### config.mk
export PLATFORM = sky130hd
export DESIGN_NAME = nns_serial_unit
export DESIGN_NICKNAME = d
export VERILOG_FILES = /design/src/nns_pkg.sv /design/src/nns_serial_unit.sv
export SDC_FILE = /design/constraint.sdc
export NUM_CORES = 1
export LEC_CHECK = 0
export BUFFER_PORTS_ARGS = -buffer_cell sky130_fd_sc_hd__buf_2
export CAP_MARGIN = 5
export CORE_ASPECT_RATIO = 1.4
export CORE_MARGIN = 3
export CORE_UTILIZATION = 44
export DETAILED_ROUTE_END_ITERATION = 12
export SLEW_MARGIN = 10
export SYNTH_ARGS = -nofsm -noshare
export SYNTH_HDL_FRONTEND = slang
export SYNTH_SLANG_ARGS = --single-unit
### constraint.sdc
create_clock -name i_clk -period 6.11 [get_ports i_clk]
set_clock_uncertainty 0.1 [all_clocks]
set_input_delay 0 -clock i_clk [delete_from_list [all_inputs] [get_ports i_clk]]
set_output_delay 0 -clock i_clk [all_outputs]
set_load 0.05 [all_outputs]
### src/nns_pkg.sv
`default_nettype none

package nns_pkg;

    // Field widths
    localparam int unsigned PIX_W    = 32;
    localparam int unsigned DIM_W    = 16;
    localparam int unsigned SCL_W    = 16;
    localparam int unsigned SIZE_W   = 8;
    localparam int unsigned LCNT_W   = 15;
    localparam int unsigned FRAC_W   = 8;

    // Parameter defaults
    localparam int unsigned MAX_WIDTH_DEF  = 128;
    localparam int unsigned MAX_HEIGHT_DEF = 128;

    // Configuration port
    localparam int unsigned APB_ADDR_W = 3;
    localparam int unsigned APB_DATA_W = 32;
    localparam logic [SIZE_W-1:0] SRC_SIZE_RESET = 8'd128;

    typedef enum logic {
        REG_SRC_WIDTH  = 1'b0,
        REG_SRC_HEIGHT = 1'b1
    } t_reg_idx;

    typedef enum logic [1:0] {
        REQ_LOAD  = 2'd0,
        REQ_SCALE = 2'd1,
        REQ_FETCH = 2'd2,
        REQ_NOP   = 2'd3
    } t_req;

    typedef enum logic [1:0] {
        ST_OK       = 2'd0,
        ST_RANGE    = 2'd1,
        ST_OVERFLOW = 2'd2
    } t_status;

    // Input word
    typedef struct packed {
        logic [1:0]       req_type;
        logic [PIX_W-1:0] load_pixel;
        logic [SCL_W-1:0] x_scale;
        logic [SCL_W-1:0] y_scale;
        logic             relative;
        logic [DIM_W-1:0] out_column;
        logic [DIM_W-1:0] out_row;
    } t_in;

    // Result word
    typedef struct packed {
        logic [PIX_W-1:0] pixel;
        logic [DIM_W-1:0] scaled_width;
        logic [DIM_W-1:0] scaled_height;
        logic [1:0]       status;
    } t_out;

    // Serial unit operations: scale is a 16-step multiply, map is an
    // 8-step multiply followed by an 8-step divide
    typedef enum logic {
        SU_SCALE = 1'b0,
        SU_MAP   = 1'b1
    } t_su_op;

    typedef struct packed {
        logic   start;
        t_su_op op;
    } t_su_ctrl;

endpackage

`default_nettype wire

### src/nns_serial_unit.sv
`default_nettype none

module nns_serial_unit
    import nns_pkg::*;
(
    input  wire logic             i_clk,
    input  wire logic             i_rst_n,
    input  wire t_su_ctrl         i_ctrl,
    input  wire logic [DIM_W-1:0] i_multiplicand,
    input  wire logic [SCL_W-1:0] i_multiplier,
    input  wire logic [DIM_W-1:0] i_divisor,
    output logic                  o_done,
    output logic [2*DIM_W-1:0]    o_result
);

    localparam int unsigned ACC_W = 2 * DIM_W;
    localparam int unsigned CNT_W = $clog2(SCL_W + 1);
    localparam int unsigned QW    = SIZE_W;

    typedef enum logic [1:0] {
        U_IDLE,
        U_MUL,
        U_DIV
    } t_ustate;

    t_ustate            r_state;
    t_su_op             r_op;
    logic               r_done;
    logic [ACC_W-1:0]   r_acc;
    logic [SCL_W-1:0]   r_mplr;
    logic [DIM_W-1:0]   r_mcand;
    logic [DIM_W-1:0]   r_dvsr;
    logic [CNT_W-1:0]   r_cnt;

    logic [ACC_W-1:0]   n_mul_acc;
    logic [DIM_W:0]     n_trial;
    logic [DIM_W:0]     n_diff;
    logic               n_qbit;
    logic [DIM_W-1:0]   n_rem;
    logic [ACC_W-1:0]   n_div_acc;

    // Multiply step: shift the partial product, add the multiplicand on a one bit
    // of the multiplier, MSB first
    always_comb begin
        n_mul_acc = {r_acc[ACC_W-2:0], 1'b0}
                  + (r_mplr[SCL_W-1] ? {{(ACC_W-DIM_W){1'b0}}, r_mcand} : '0);
    end

    // Restoring divide step: remainder sits above the quotient bits,
    // quotient bits shift in at the bottom
    always_comb begin
        n_trial   = {r_acc[QW+DIM_W-1:QW], r_acc[QW-1]};
        n_diff    = n_trial - {1'b0, r_dvsr};
        n_qbit    = (n_trial >= {1'b0, r_dvsr});
        n_rem     = n_qbit ? n_diff[DIM_W-1:0] : n_trial[DIM_W-1:0];
        n_div_acc = {{(ACC_W-DIM_W-QW){1'b0}}, n_rem, r_acc[QW-2:0], n_qbit};
    end

    // Sequence the steps
    always_ff @(posedge i_clk) begin
        if (!i_rst_n) begin
            r_state <= U_IDLE;
            r_done  <= 1'b0;
        end else begin
            r_done <= 1'b0;
            case (r_state)
                U_IDLE: begin
                    if (i_ctrl.start) begin
                        r_op    <= i_ctrl.op;
                        r_acc   <= '0;
                        r_mplr  <= i_multiplier;
                        r_mcand <= i_multiplicand;
                        r_dvsr  <= i_divisor;
                        r_cnt   <= (i_ctrl.op == SU_SCALE) ? CNT_W'(SCL_W) : CNT_W'(QW);
                        r_state <= U_MUL;
                    end
                end
                U_MUL: begin
                    r_acc  <= n_mul_acc;
                    r_mplr <= {r_mplr[SCL_W-2:0], 1'b0};
                    r_cnt  <= r_cnt - 1'b1;
                    if (r_cnt == CNT_W'(1)) begin
                        if (r_op == SU_MAP) begin
                            r_cnt   <= CNT_W'(QW);
                            r_state <= U_DIV;
                        end else begin
                            r_done  <= 1'b1;
                            r_state <= U_IDLE;
                        end
                    end
                end
                U_DIV: begin
                    r_acc <= n_div_acc;
                    r_cnt <= r_cnt - 1'b1;
                    if (r_cnt == CNT_W'(1)) begin
                        r_done  <= 1'b1;
                        r_state <= U_IDLE;
                    end
                end
                default: begin
                    r_state <= U_IDLE;
                end
            endcase
        end
    end

    assign o_done   = r_done;
    assign o_result = r_acc;

endmodule

`default_nettype wire

[Word level (Yosys, flattened, before mapping)]
Cells that the tools add are included.
Storage, ports and cells
  register bits after elaboration: 89
  output and inout bits: 33
  word-level logic and storage cells: 45
Operators by class
  add/subtract/negate cells: 3
  $lt $le $gt $ge: 1
  eq/ne operators: 6
  multiplexer cells: 20
  reduce and logical (&&, ||, !) cells: 7
Operators with widths (number)
  $pmux W32 S3: 1
  $mux W16: 3
  $add A32 B16 Y32: 1
  $mux W32: 1
  $pmux W16 S2: 1
  $mux W5: 4
  $ge A17 B16 Y1: 1
  $sub A16 B16 Y16: 1
  $pmux W5 S3: 1
  $reduce_and A3 Y1: 4
  $mux W2: 4
  $ne A2 B2 Y1 const B: 3
  $pmux W2 S3: 1
  $eq A5 B1 Y1 const B: 1
  $sub A5 B1 Y5 const B: 1
  $mux W1: 3
  $reduce_bool A3 Y1: 1
  $eq A2 B1 Y1 const B: 1
  $eq A2 B2 Y1 const B: 1
  $logic_not A2 Y1: 1
  $pmux W1 S2: 1
  $reduce_bool A2 Y1: 1

[Depth between registers and ports, before layout]
  depth in word-level cells: 4
  depth in mapped cells: 12

[Worst setup path before layout]
Ideal clock, no wire load.
  kind: register to register
  from: register r_state[0]
  to: register r_acc[0], in the netlist o_result[0], enable pin
  library setup time: 488 ps
  data arrival time: 3715 ps
  required time: 5522 ps
  slack: 1806 ps
  cell stages (with the launch flop): 6
  buffers on the path: 1
  period minus slack after synthesis: 4304 ps
  cells stage by stage: dfxtp_1 -> inv_1 -> ha_1 -> clkbuf_1 -> nand2b_1 -> a21boi_0
Between the ends
  longest elaborated chain between the ends: 3
Ends and longest elaborated chain
  start: declaration: line nns_serial_unit.sv:26  | t_ustate r_state;
  start signal: assignment: line nns_serial_unit.sv:62  | r_state <= U_IDLE;
  start signal: assignment: line nns_serial_unit.sv:75  | r_state <= U_MUL;
  start signal: assignment: line nns_serial_unit.sv:85  | r_state <= U_DIV;
  $eq A2 B2 Y1, or another cell as far along: line nns_serial_unit.sv:66  | case (r_state)
  $reduce_bool A3 Y1 (no source line) or $ne A2 B2 Y1 (tied branches)
  $reduce_and A3 Y1 (no source line) (*)
  end signal: assignment: line nns_serial_unit.sv:79  | r_acc <= n_mul_acc;
  end signal: assignment: line nns_serial_unit.sv:93  | r_acc <= n_div_acc;
  end: declaration: line nns_serial_unit.sv:29  | logic [ACC_W-1:0] r_acc;
Mark *: on every way between the ends. The rest lies on a longest branch, timed or not.
A chain may end at the register's enable or synchronous reset.

[Final worst setup path]
  from: register r_mplr[15]
  to: register r_acc[21], in the netlist o_result[21], data pin
Between the ends
  longest elaborated chain between the ends: 3
Ends and longest elaborated chain
  start: declaration: line nns_serial_unit.sv:30  | logic [SCL_W-1:0] r_mplr;
  start signal: assignment: line nns_serial_unit.sv:71  | r_mplr <= i_multiplier;
  start signal: assignment: line nns_serial_unit.sv:80  | r_mplr <= {r_mplr[SCL_W-2:0], 1'b0};
  $mux W16: line nns_serial_unit.sv:46  | + (r_mplr[SCL_W-1] ? {{(ACC_W-DIM_W){1'b0}}, r_mcand} : '0);
  $add A32 B16 Y32: line nns_serial_unit.sv:46
  $pmux W32 S3: line nns_serial_unit.sv:66
No other way between the ends.

==> reports/summary.md <==
The number of flip-flops and latches in the synthesized netlist works out to 89. Synthesis produced a netlist with a net count of 576. The logs give 269 ps for the worst hold margin and 0 for the number of instances resized during post-cts repair.

The logs give 38 for the pin count of the biggest net entering global routing and 709 for the instance count after placement with tap cells included. The layout has 1024 filler cells. The starting density of the core is 45.2%, and the leakage power of the design is 2.77 nW.

The share of total power in combinational logic was 23.5%; the largest buffer count on any clock path was 2. Setup violations remaining at the end of the flow were counted as 0. In the final timing run, aggregate negative setup slack is 0 ps. Leaving out fill and tap cells, the most frequent cell in the layout is sky130_fd_sc_hd__edfxtp_1.

Initial antenna violation count: 0. The cell sitting at the root of the clock tree is a sky130_fd_sc_hd__clkbuf_16. The synthesized netlist occupies a cell area of 5400 sq um. The number of antenna diodes in the final layout is 0.

For this run, the top clock speed supported by timing is 303 MHz. The tools report the via count of the first global-routing pass as 4359. The count of final hold-check violations is 0, and the number of synthesized flops with an enable pin is 86. The count of buffers from port buffering works out to 84. TritonCTS built the clock tree. The tools report the relative contribution of sequential cells to total power as 41.6%. The tools report the required time reported for the critical path endpoint as 6070 ps.

Summed over all layers, the global routing overflow is 0. In the routed layout, each cell is associated on average with a via count of 5.38. The run gives 51 as the number of hold-repair buffers added at the cts stage.

Of all nets on the critical path, the largest fanout is 16. Net switching is 28.8% of the power. The run gives 714 as the net count of the finished layout.

Post-CTS setup repair buffer count: 0. For the pin with the worst max-slew slack, the measured transition is 926 ps. The clock reaches the later pin of the worst-skew pair after 340 ps. Setup repair after global routing left no endpoint under its margin.

A synthesized cell averages 11.1 sq um. In the layout the commonest cells are sky130_fd_sc_hd__edfxtp_1, sky130_fd_sc_hd__buf_2, sky130_fd_sc_hd__dlygate4sd3_1, sky130_fd_sc_hd__nor2_1, sky130_fd_sc_hd__ha_1. Post-synthesis cell count: 486. The routed design has 12.2 mm of wire. The final critical path takes up 54.0% of the cycle.

The setup slack of the critical path after layout was 2810 ps; the first-pass GRT wire length was 20.1 mm. The chip height is 137 um. For the count of yosys warnings during synthesis, the log shows 0. Max-cap violations in this run came to 0.

Compared with the post-synthesis result, the final layout area differs by 26.5%. The worst hold path belongs to the class in2reg. The run finished with clean final reports. Average detailed-routed wire length per instance: 15.8 um. In the synthesized netlist the dominant register cell turns out to be sky130_fd_sc_hd__edfxtp_1. The number of buffers added by the clock tree synthesis step is 9, and the placer's final routability congestion estimate is 0.845. The first TritonRoute pass finished after 4 iterations. In this run the number of H-tree levels came out at 3.

Power spread over the standard cell area amounts to 268 nW/um^2. The worst setup path is captured at a flop. The floorplan step defined a core boundary enclosing 11900 sq um.

The run gives 8.90 mm as the HPWL after detailed placement. Yosys mapped the design onto 63 distinct sky130hd cell types. The part of the Yosys area used for sequential elements is 48.9%.

The I/O pin count is 85. The arrival time of data at the critical path endpoint came out at 3260 ps. Cell internal power was estimated by the tool at 1.30 mW. After floorplanning, the core was divided into 47 placement rows. The sink count of the clock tree was 89; the global routing usage summed across all routing layers was 18.6%.

In this run the horizontal extent of the chip is 99.6 um. The worst path needs 3300 ps of the cycle, external delays included. The logs give 185 for the iteration-0 DRC count of the detailed router and 0.157 mV for the peak supply drop. After synthesis, the cell types taking the most area are sky130_fd_sc_hd__edfxtp_1, sky130_fd_sc_hd__ha_1, sky130_fd_sc_hd__xor2_1. For this run, design rule violations remaining after detail routing come to 0. The worst setup path is launched from a flop.

The max-slew violation total from the final report is 0. Number of routed nets with antenna violations: 0. The die covers 13700 sq um. For the non-filler instance count after layout, the log shows 776. In the final layout, the share of cells above drive strength 1 is 22.1%. The logs give 38.1% for the headroom to the max-slew limit and 2810 ps for the minimum setup slack after placement. For the core utilization of the finished layout, the log shows 57.3%.

The worst setup path is of the reg2reg kind. The synthesized design spends more area on one cell type than any other, namely sky130_fd_sc_hd__edfxtp_1. Clock-pin slew was measured on the worst setup and hold paths at 70 ps.

The routed via count came out at 4171. After synthesis, the share of flip-flops with an asynchronous set or reset is 0%. The switching power summed over all nets was 0.528 mW.

The proportion of power drawn by the clock network was 34.9%; the area share of the largest cell type after synthesis was 47.8%.
[final cells by class]
class | count | area [sq um] | share of cell area, %
flip-flops and latches | 89 | 2640 | 38.7
multi-input cells | 358 | 2610 | 38.1
repair buffers | 139 | 961 | 14.1
clock buffers | 9 | 225 | 3.29
well taps | 147 | 184 | 2.69
clock inverters | 7 | 116 | 1.70
inverters | 27 | 101 | 1.48
[power groups by stage]
stage	registers, mW	clock network (mW)	logic, mW
after floorplan	0.821	0	0.258
after global placement	0.773	0	0.399
after detailed placement	0.775	0	0.405
after CTS	0.762	0.654	0.432
after global routing	0.767	0.671	0.473
final	0.761	0.640	0.430
[stage by stage]
step	cell area, sq um	total power [mW]
final	6840	1.83
after CTS	6840	1.85
after detailed placement	5980	1.18
after floorplan	5400	1.08
after global placement	5980	1.17
after global routing	6840	1.91
[kinds of logic after synthesis]
family | after synthesis | share of synthesized area (%)
simple gates | 151 | 14.2
compound gates | 112 | 14.8
flops | 89 | 48.9
xor+xnor | 39 | 6.32
buf+inv | 39 | 3.06
fa+ha+maj | 38 | 9.08
mux | 18 | 3.68
[state kept, by name, summed over array words and instances (netlist names)]
name and count:
r_mcand 16, o_result 32, r_state 2, r_mplr 16, o_done 1, r_op 1
r_dvsr 16, r_cnt 5
[worst paths after layout]
kind	start	to	slack (ps)	depth (start not counted)
hold / removal	i_multiplicand[13]	r_mcand[13]$_DFFE_PP_	270	2
hold reg to reg	r_state[0]$_SDFFE_PN0P_	r_state[0]$_SDFFE_PN0P_	440	2
setup reg to reg	r_mplr[15]$_DFFE_PP_	o_result[21]$_DFFE_PP_	2810	11
setup / recovery	r_mplr[15]$_DFFE_PP_	o_result[21]$_DFFE_PP_	2810	11
[layer usage]
| metal | wire length, um | part of all wire [%] | global-route usage, % | up-vias |
|---|---|---|---|---|
| met5 | 0 | 0 | 0 | - |
| met4 | 214 | 1.8 | 6.53 | 0 |
| met3 | 566 | 4.6 | 4.13 | 15 |
| met2 | 6620 | 54 | 35.1 | 89 |
| met1 | 4830 | 39 | 20.4 | 1999 |
| li1 | - | - | - | 2068 |
[critical path, cell delays in order, from the launching register on]
cell	delay, ps
sky130_fd_sc_hd__edfxtp_1	580
sky130_fd_sc_hd__and2_1	230
sky130_fd_sc_hd__ha_1	200
sky130_fd_sc_hd__fa_1	420
sky130_fd_sc_hd__a211o_1	310
sky130_fd_sc_hd__a21oi_2	200
sky130_fd_sc_hd__o311ai_2	120
sky130_fd_sc_hd__a211oi_2	340
sky130_fd_sc_hd__nor2_2	110
sky130_fd_sc_hd__nand3_1	120
sky130_fd_sc_hd__xor2_1	160
sky130_fd_sc_hd__o221ai_1	120
[synth_stat cells, types with 3 or more instances]
cell,instances
sky130_fd_sc_hd__edfxtp_1,86
sky130_fd_sc_hd__nor2_1,41
sky130_fd_sc_hd__ha_1,36
sky130_fd_sc_hd__nand2_1,34
sky130_fd_sc_hd__a21oi_1,27
sky130_fd_sc_hd__inv_1,27
sky130_fd_sc_hd__xor2_1,26
sky130_fd_sc_hd__and2_1,19
sky130_fd_sc_hd__mux2_2,15
sky130_fd_sc_hd__nand3_1,14
sky130_fd_sc_hd__o21ai_0,14
sky130_fd_sc_hd__xnor2_1,13
sky130_fd_sc_hd__o21ai_1,10
sky130_fd_sc_hd__o22ai_1,10
sky130_fd_sc_hd__clkbuf_1,9
sky130_fd_sc_hd__nand2b_1,8
sky130_fd_sc_hd__a21o_1,7
sky130_fd_sc_hd__nand4_1,6
sky130_fd_sc_hd__a31oi_1,5
sky130_fd_sc_hd__nor2b_1,5
sky130_fd_sc_hd__nor3_1,5
sky130_fd_sc_hd__o21a_1,4
sky130_fd_sc_hd__o221ai_1,4
sky130_fd_sc_hd__a21boi_0,3
sky130_fd_sc_hd__a22o_1,3
sky130_fd_sc_hd__and3_1,3
sky130_fd_sc_hd__dfxtp_1,3
sky130_fd_sc_hd__mux2i_1,3
(Power assumes the default switching activity.)
